<file path="src/hw/rtl/tfm_pkg.sv">
// ----------------------------------------------------------------------------
// Timestamp frequency meter package
// Widths, register indexes and the sequencer state type shared by the meter.
// ----------------------------------------------------------------------------
package tfm_pkg;

    // Width of the running tick counter.
    localparam int COUNT_BITS = 32;

    // Field and register widths.
    localparam int STAMP_W    = 64;
    localparam int INTERVAL_W = 16;
    localparam int RATE_W     = 24;
    localparam int LATCH_W    = 16;
    localparam int OUT_W      = 32;
    localparam int CFG_IDX_W  = 2;
    localparam int CFG_DATA_W = 24;

    // Shared multiplier: one operand is a timestamp half or the tick count,
    // the other is the tick rate or the latch value.
    localparam int HALF_W  = STAMP_W / 2;
    localparam int MUL_A_W = (COUNT_BITS > HALF_W) ? COUNT_BITS : HALF_W;
    localparam int PROD_W  = MUL_A_W + RATE_W;

    // Numerator, divisor and divider step counter widths.
    localparam int NUM_W   = STAMP_W + RATE_W;
    localparam int DIV_W   = COUNT_BITS + LATCH_W;
    localparam int STEP_W  = $clog2(NUM_W);

    // Count extended to at least the output width for saturation.
    localparam int CNT_EXT_W = (COUNT_BITS > OUT_W) ? COUNT_BITS : OUT_W;

    localparam logic [OUT_W-1:0] OUT_MAX = '1;

    // Register reset values.
    localparam logic [INTERVAL_W-1:0] INTERVAL_RST = INTERVAL_W'(500);
    localparam logic [RATE_W-1:0]     RATE_RST     = RATE_W'(1193180);
    localparam logic [LATCH_W-1:0]    LATCH_RST    = LATCH_W'(11932);

    // Configuration register indexes.
    localparam logic [CFG_IDX_W-1:0] REG_INTERVAL = 2'd0;
    localparam logic [CFG_IDX_W-1:0] REG_RATE     = 2'd1;
    localparam logic [CFG_IDX_W-1:0] REG_LATCH    = 2'd2;

    // Sequencer states, one-hot.
    typedef enum logic [8:0] {
        ST_IDLE  = 9'b000000001,
        ST_SUB   = 9'b000000010,
        ST_MUL0  = 9'b000000100,
        ST_MUL1  = 9'b000001000,
        ST_MUL2  = 9'b000010000,
        ST_MUL3  = 9'b000100000,
        ST_DIV   = 9'b001000000,
        ST_ROUND = 9'b010000000,
        ST_OUT   = 9'b100000000
    } t_state;

endpackage

</file>
<file path="src/hw/rtl/timestamp_frequency_meter.sv">
// ----------------------------------------------------------------------------
// Timestamp frequency meter
// Measures a free-running counter's clock against a periodic reference tick.
// ----------------------------------------------------------------------------
// Each input request is one reference tick carrying a 64-bit timestamp. The
// first tick captures the base timestamp; later ticks advance a saturating
// running count. A 16-bit window counter advances on every tick, and when it
// equals report_interval the block emits one result request:
//   measured_hz = round((ts - base) * tick_rate / (count * latch)),
// ties rounded down, saturated at 2^32-1, together with the running count.
// A tick that does not close a window leaves the sequencer idle, so o_stall
// stays low. A reporting tick steps through the subtraction, the states around
// a shared 32x24 multiplier, a one-bit-per-cycle restoring divider over the
// 88-bit numerator and a rounding state, after which o_valid rises. o_stall
// stays high from the tick until the result is taken, so a stalled receiver
// holds off new ticks and the result holds steady. Reset clears the base,
// count, window counter and sequencer and loads the default register values.
// Configuration writes are always accepted and should be issued while the
// block is idle.
// ----------------------------------------------------------------------------
module timestamp_frequency_meter
    import tfm_pkg::*;
(
    input  logic                  i_clk,
    input  logic                  i_rst_n,
    // Tick channel
    input  logic                  i_valid,
    output logic                  o_stall,
    input  logic [STAMP_W-1:0]    i_timestamp,
    // Result channel
    output logic                  o_valid,
    input  logic                  i_stall,
    output logic [OUT_W-1:0]      o_measured_hz,
    output logic [OUT_W-1:0]      o_ticks_counted,
    // Configuration channel
    input  logic                  i_cfg_valid,
    output logic                  o_cfg_ready,
    input  logic [CFG_IDX_W-1:0]  i_cfg_index,
    input  logic [CFG_DATA_W-1:0] i_cfg_data
);

    t_state                 r_state, n_state;

    logic [INTERVAL_W-1:0]  r_interval;
    logic [RATE_W-1:0]      r_rate;
    logic [LATCH_W-1:0]     r_latch;

    logic [STAMP_W-1:0]     r_base;
    logic                   r_started;
    logic [COUNT_BITS-1:0]  r_total;
    logic [INTERVAL_W-1:0]  r_window;
    logic [INTERVAL_W-1:0]  n_window;

    logic [STAMP_W-1:0]     r_stamp;
    logic [PROD_W-1:0]      r_prod;
    logic [NUM_W-1:0]       r_num;
    logic [DIV_W-1:0]       r_div;
    logic [DIV_W-1:0]       r_rem;
    logic [OUT_W-1:0]       r_quo;
    logic                   r_ovf;
    logic [STEP_W-1:0]      r_step;

    logic [OUT_W-1:0]       r_hz;
    logic [OUT_W-1:0]       r_ticks;

    logic                   in_take;
    logic [MUL_A_W-1:0]     mul_a;
    logic [RATE_W-1:0]      mul_b;
    logic [PROD_W-1:0]      mul_p;
    logic [DIV_W:0]         shifted;
    logic                   ge;
    logic [DIV_W:0]         diff;
    logic                   sat;
    logic                   rnd;
    logic [CNT_EXT_W-1:0]   total_ext;

    // Handshakes.
    assign in_take     = i_valid && (r_state == ST_IDLE);
    assign o_stall     = (r_state != ST_IDLE);
    assign o_valid     = (r_state == ST_OUT);
    assign o_cfg_ready = 1'b1;
    assign n_window    = r_window + 1'b1;

    // Configuration registers.
    always_ff @(posedge i_clk) begin
        if (!i_rst_n) begin
            r_interval <= INTERVAL_RST;
            r_rate     <= RATE_RST;
            r_latch    <= LATCH_RST;
        end else if (i_cfg_valid) begin
            case (i_cfg_index)
                REG_INTERVAL: r_interval <= i_cfg_data[INTERVAL_W-1:0];
                REG_RATE:     r_rate     <= i_cfg_data[RATE_W-1:0];
                REG_LATCH:    r_latch    <= i_cfg_data[LATCH_W-1:0];
                default:      ;
            endcase
        end
    end

    // Shared multiplier operand selection.
    always_comb begin
        mul_a = MUL_A_W'(r_total);
        mul_b = RATE_W'(r_latch);
        case (r_state)
            ST_MUL0: begin
                mul_a = MUL_A_W'(r_stamp[HALF_W-1:0]);
                mul_b = r_rate;
            end
            ST_MUL1: begin
                mul_a = MUL_A_W'(r_stamp[STAMP_W-1:HALF_W]);
                mul_b = r_rate;
            end
            default: ;
        endcase
    end

    assign mul_p = PROD_W'(mul_a) * PROD_W'(mul_b);

    // One restoring divider step.
    assign shifted = {r_rem, r_num[NUM_W-1]};
    assign ge      = (shifted >= {1'b0, r_div});
    assign diff    = shifted - {1'b0, r_div};

    // Rounding and saturation of the final quotient.
    assign sat = (r_div == '0) || r_ovf || (r_quo == OUT_MAX);
    assign rnd = ({r_rem, 1'b0} > {1'b0, r_div});

    assign total_ext = CNT_EXT_W'(r_total);

    // Sequencer next state.
    always_comb begin
        n_state = r_state;
        case (r_state)
            ST_IDLE: begin
                if (in_take && (n_window == r_interval)) begin
                    n_state = ST_SUB;
                end
            end
            ST_SUB:   n_state = ST_MUL0;
            ST_MUL0:  n_state = ST_MUL1;
            ST_MUL1:  n_state = ST_MUL2;
            ST_MUL2:  n_state = ST_MUL3;
            ST_MUL3:  n_state = ST_DIV;
            ST_DIV: begin
                if (r_step == STEP_W'(NUM_W - 1)) begin
                    n_state = ST_ROUND;
                end
            end
            ST_ROUND: n_state = ST_OUT;
            ST_OUT: begin
                if (!i_stall) begin
                    n_state = ST_IDLE;
                end
            end
            default:  n_state = ST_IDLE;
        endcase
    end

    // Control state: sequencer, base capture, running count, window counter.
    always_ff @(posedge i_clk) begin
        if (!i_rst_n) begin
            r_state   <= ST_IDLE;
            r_base    <= '0;
            r_started <= 1'b0;
            r_total   <= '0;
            r_window  <= '0;
        end else begin
            r_state <= n_state;
            if (in_take) begin
                if (!r_started) begin
                    r_base    <= i_timestamp;
                    r_started <= 1'b1;
                end else if (r_total != '1) begin
                    r_total <= r_total + 1'b1;
                end
                // The window restarts on a reporting tick.
                r_window <= (n_window == r_interval) ? '0 : n_window;
            end
        end
    end

    // Datapath: difference, products, divider and result registers.
    always_ff @(posedge i_clk) begin
        case (r_state)
            ST_IDLE: begin
                r_stamp <= i_timestamp;
            end
            ST_SUB: begin
                r_stamp <= r_stamp - r_base;
            end
            ST_MUL0: begin
                r_prod <= mul_p;
            end
            ST_MUL1: begin
                r_num  <= NUM_W'(r_prod);
                r_prod <= mul_p;
            end
            ST_MUL2: begin
                r_num  <= r_num + (NUM_W'(r_prod) << HALF_W);
                r_prod <= mul_p;
            end
            ST_MUL3: begin
                r_div  <= r_prod[DIV_W-1:0];
                r_rem  <= '0;
                r_quo  <= '0;
                r_ovf  <= 1'b0;
                r_step <= '0;
            end
            ST_DIV: begin
                r_rem  <= ge ? diff[DIV_W-1:0] : shifted[DIV_W-1:0];
                r_quo  <= {r_quo[OUT_W-2:0], ge};
                r_ovf  <= r_ovf | r_quo[OUT_W-1];
                r_num  <= r_num << 1;
                r_step <= r_step + 1'b1;
            end
            ST_ROUND: begin
                r_hz    <= sat ? OUT_MAX : (r_quo + OUT_W'(rnd));
                r_ticks <= (total_ext > CNT_EXT_W'(OUT_MAX)) ? OUT_MAX
                                                             : total_ext[OUT_W-1:0];
            end
            default: ;
        endcase
    end

    assign o_measured_hz   = r_hz;
    assign o_ticks_counted = r_ticks;

endmodule
</file>
<file path="config.mk">
export PLATFORM = sky130hd
export DESIGN_NAME = timestamp_frequency_meter
export DESIGN_NICKNAME = d
export VERILOG_FILES = /design/src/hw/rtl/tfm_pkg.sv /design/src/hw/rtl/timestamp_frequency_meter.sv
export SDC_FILE = /design/constraint.sdc
export NUM_CORES = 2
export LEC_CHECK = 0
export BUFFER_PORTS_ARGS = -buffer_cell sky130_fd_sc_hd__buf_2
export CAP_MARGIN = 25
export CORE_ASPECT_RATIO = 0.8
export CORE_MARGIN = 4
export CORE_UTILIZATION = 45
export DETAILED_ROUTE_END_ITERATION = 12
export PLACE_DENSITY = 0.59
export SLEW_MARGIN = 20
export SYNTH_ARGS = -nofsm -noshare
export SYNTH_HDL_FRONTEND = slang
export SYNTH_SLANG_ARGS = --single-unit
</file>
<file path="constraint.sdc">
create_clock -name i_clk -period 12.9 [get_ports i_clk]
set_input_delay 2.58 -clock i_clk [delete_from_list [all_inputs] [get_ports i_clk]]
set_output_delay 2.58 -clock i_clk [all_outputs]
set_load 0.01 [all_outputs]
</file>
==> impl_metrics.yaml <==
run_status:
  status: "finished clean"
pwr:
  p_leak_uw: 0.0279
  p_int_uw: 3320
  clkPwrFrac_pct: 45.8
  powerDensity_mw_per_mm2: 72.4
  p_seq_share_pct: 45.3
  swShare_pct: 26.7
  ir_drop_v: 0.0000913
  p_comb_share_pct: 8.9
  switchingPower_uw: 1210
cells_and_area:
  final_cells: 8167
  fin_area_mm2: 0.0626
  nFillCells: 12057
  area.sequential_mm2: 0.0158
  layout-drive-gt1-share_pct: 6.77
  nets: 7549
  multi_input_area_mm2: 0.0376
  syn_to_final_growth_pct: 8.57
worst_setup_path:
  rr_endpoint: "r_prod[54]$_DFFE_PP_"
  crit_type: "register to register"
  r2r_cells: 32
  cpMaxStageDelayCell: "mux2i_4"
  cp_common_cell: "fa_1"
  endpoint_kind: "register"
  cp.required_ns: 13.33
  crit_path_max_incr_delay_ns: 0.98
  crit_path_end: "r_prod[54]$_DFFE_PP_"
  crit_arrival_ns: 11.59
  reg2reg_from: "r_state[1]$_SDFFE_PN0P_"
  startpoint: "r_state[1]$_SDFFE_PN0P_"
  cp_max_fo: 95
  startpoint_type: "register"
  r2r_setup_slack_ns: 1.74
synthesis:
  avgSynthCellArea_um2: 8.96
  synth_most_common_cell: "nand2_1"
  synth_edf_count: 408
  yosysWarnings: 0
  synth_area_leaders: "fa_1, edfxtp_1, ha_1"
  syn_inst: 6435
  synth_common_cells: "nand2_1, inv_1, fa_1"
  synth.top_cell.area_share_pct: 22.9
  ys.flop_type: "edfxtp_1"
  async_flop_share_pct: 0
  synth.distinct_cells: 89
  ys_seq_elements: 586
  syn-num-nets: 7544
  yosysSeqAreaShare_pct: 27.4
  syn-cell-area_mm2: 0.0577
  synth_top_cell_by_area: "fa_1"
clock_tree:
  path_clk_slew_ns: 0.06
  cts_tree: "yes"
  cts_max_level: 3
  cts_resized: 0
  clkSinkCount: 586
  numCtsBuffers: 71
  cts-root-buf: "clkbuf_16"
  hold_buffers: 0
  clock_path_buffers: 3
  cts_setup_buffers: 0
  clk_latency_ns: 0.70
floorplan:
  die_h_um: 328
  start_util_pct: 45.3
  std_cell_rows: 117
  dieArea_mm2: 0.134
  die_w_um: 408
  pin_count: 162
  design.core.area_mm2: 0.127
placement:
  place.gp.congestion: 0.989
  dp.cells: 8030
  dpl.hpwl_um: 146000
  port_buffers: 160
  placed_area_mm2: 0.0602
global_routing:
  grt.overflow.total: 0
  first_global_vias: 45651
  grt.total_usage_pct: 28.0
  grt_max_degree: 96
  antenna_found_initial: 4
  grt_pass1_wl_um: 287000
sta:
  fin_skew_ns: 0.0331
  holdWs_ns: 0.454
  drv_slew: 0
  finalSetupViolCount: 0
  rsz0062_at_grt: "false"
  fin_crit_ns: 11.16
  timing.slew.headroom_pct: 22.9
  post-route-period-util_pct: 86.5
  fin_tns_setup_ns: 0
  worst_pin_slew_ns: 1.16
  hold_viol: 0
  timing.fmax_ghz: 0.0896
drt:
  viasPerCell: 5.70
  wl_per_cell_um: 23.1
  drc: 0
  dr.pass1.iters: 6
  wirelength_um: 189000
  vias: 46575
  detail-route-antenna-nets: 0
  drt_iter0_markers: 4149
worst_hold_path:
  hp-start: "r_base[54]$_SDFFE_PN0P_"
  hold_class: "register to register"
job:
  maxCapViolations: 0
==> sequential cells by signal, summed over array words and instances, names as in the netlist <==
register and flops:
r_rate 24, r_window 16, r_stamp 64, r_step 7
r_rem 48, r_latch 16, r_interval 16, r_started 1
r_state 9, r_num 88, o_ticks_counted 32, r_quo 32
r_div 48, o_measured_hz 32, r_ovf 1, r_base 64
r_total 32, r_prod 56
==> routing by layer <==
layer / up-vias / global-route usage [%] / share of wire [%]
met3: 313 / 8.41 / 11
met5: - / 0 / 0.047
met2: 2114 / 39.0 / 40
met1: 22933 / 42.4 / 46
met4: 4 / 6.83 / 2.6
li1: 21211 / - / -
==> critical path: cells and delay by family (launching register included) <==
kind	cells	cell delay [ns]
compound gates	8	2.57
xor+xnor	1	0.09
mux	1	0.98
fa+ha+maj	8	4.04
buf+inv	8	1.29
simple gates	6	1.32
flops	1	0.44
==> cell usage in the layout (no fill, tap or decap), drive strengths merged, types with 28 or more instances in the layout <==
cell,count
and2,158
mux2i,29
xor2,120
a22o,38
nand4,61
inv,873
a22oi,28
a21oi,438
nand2,1010
and3,59
nor3,29
o21bai,48
a21o,170
nand3,132
edfxtp,408
nor4,28
a31oi,40
o21ai,272
nand2b,38
nor2,522
buf,245
fa,661
dfxtp,178
ha,353
clkbuf,90
xnor2,152
==> area by class of cell <==
| class | count | share of cell area, % |
|---|---|---|
| Clock inverter | 41 | 0.683 |
| Tap cell | 1666 | 3.33 |
| Sequential cell | 586 | 25.3 |
| Multi-Input combinational cell | 4672 | 60.0 |
| Antenna cell | 3 | 0.0120 |
| Timing Repair Buffer | 245 | 2.37 |
| Clock buffer | 90 | 3.13 |
| Inverter | 864 | 5.18 |
==> worst min path at each step <==
stage                                         end  cells after the start
global placement          r_base[48]$_SDFFE_PN0P_                      2
CTS                       r_base[11]$_SDFFE_PN0P_                      2
detailed placement        r_base[25]$_SDFFE_PN0P_                      2
finish                    r_base[54]$_SDFFE_PN0P_                      2
global route              r_base[49]$_SDFFE_PN0P_                      2
floorplan           o_ticks_counted[28]$_DFFE_PP_                      0
==> metrics by stage <==
step | setup slack (ns) | total power [uW] | util (%)
global placement | 2.14 | 2480 | 47.3
CTS | 2.03 | 4570 | 49.2
finish | 1.74 | 4530 | 49.2
detailed placement | 2.08 | 2490 | 47.3
global route | 1.47 | 4690 | 49.2
floorplan | 3.75 | 2340 | -
==> kinds of logic after synthesis <==
group | Yosys count | synth area share (%)
XOR/XNOR | 272 | 4.13
AND/OR/NAND/NOR | 2142 | 16.5
buffers and inverters | 1177 | 7.71
other | 1 | 0.00650
flip-flops | 586 | 27.4
adder cells (fa/ha/maj) | 1014 | 30.6
AO/OA/AOI/OAI | 1199 | 12.8
multiplexers | 44 | 0.796
==> power groups by stage <==
| stage | clock, uW | sequential (uW) | combinational (uW) |
|---|---|---|---|
| floorplan | 0 | 2070 | 262 |
| global placement | 0 | 2090 | 390 |
| detailed placement | 0 | 2090 | 392 |
| CTS | 2120 | 2050 | 395 |
| global route | 2190 | 2060 | 440 |
| finish | 2080 | 2050 | 402 |
Power figures use the tool's default switching activity.
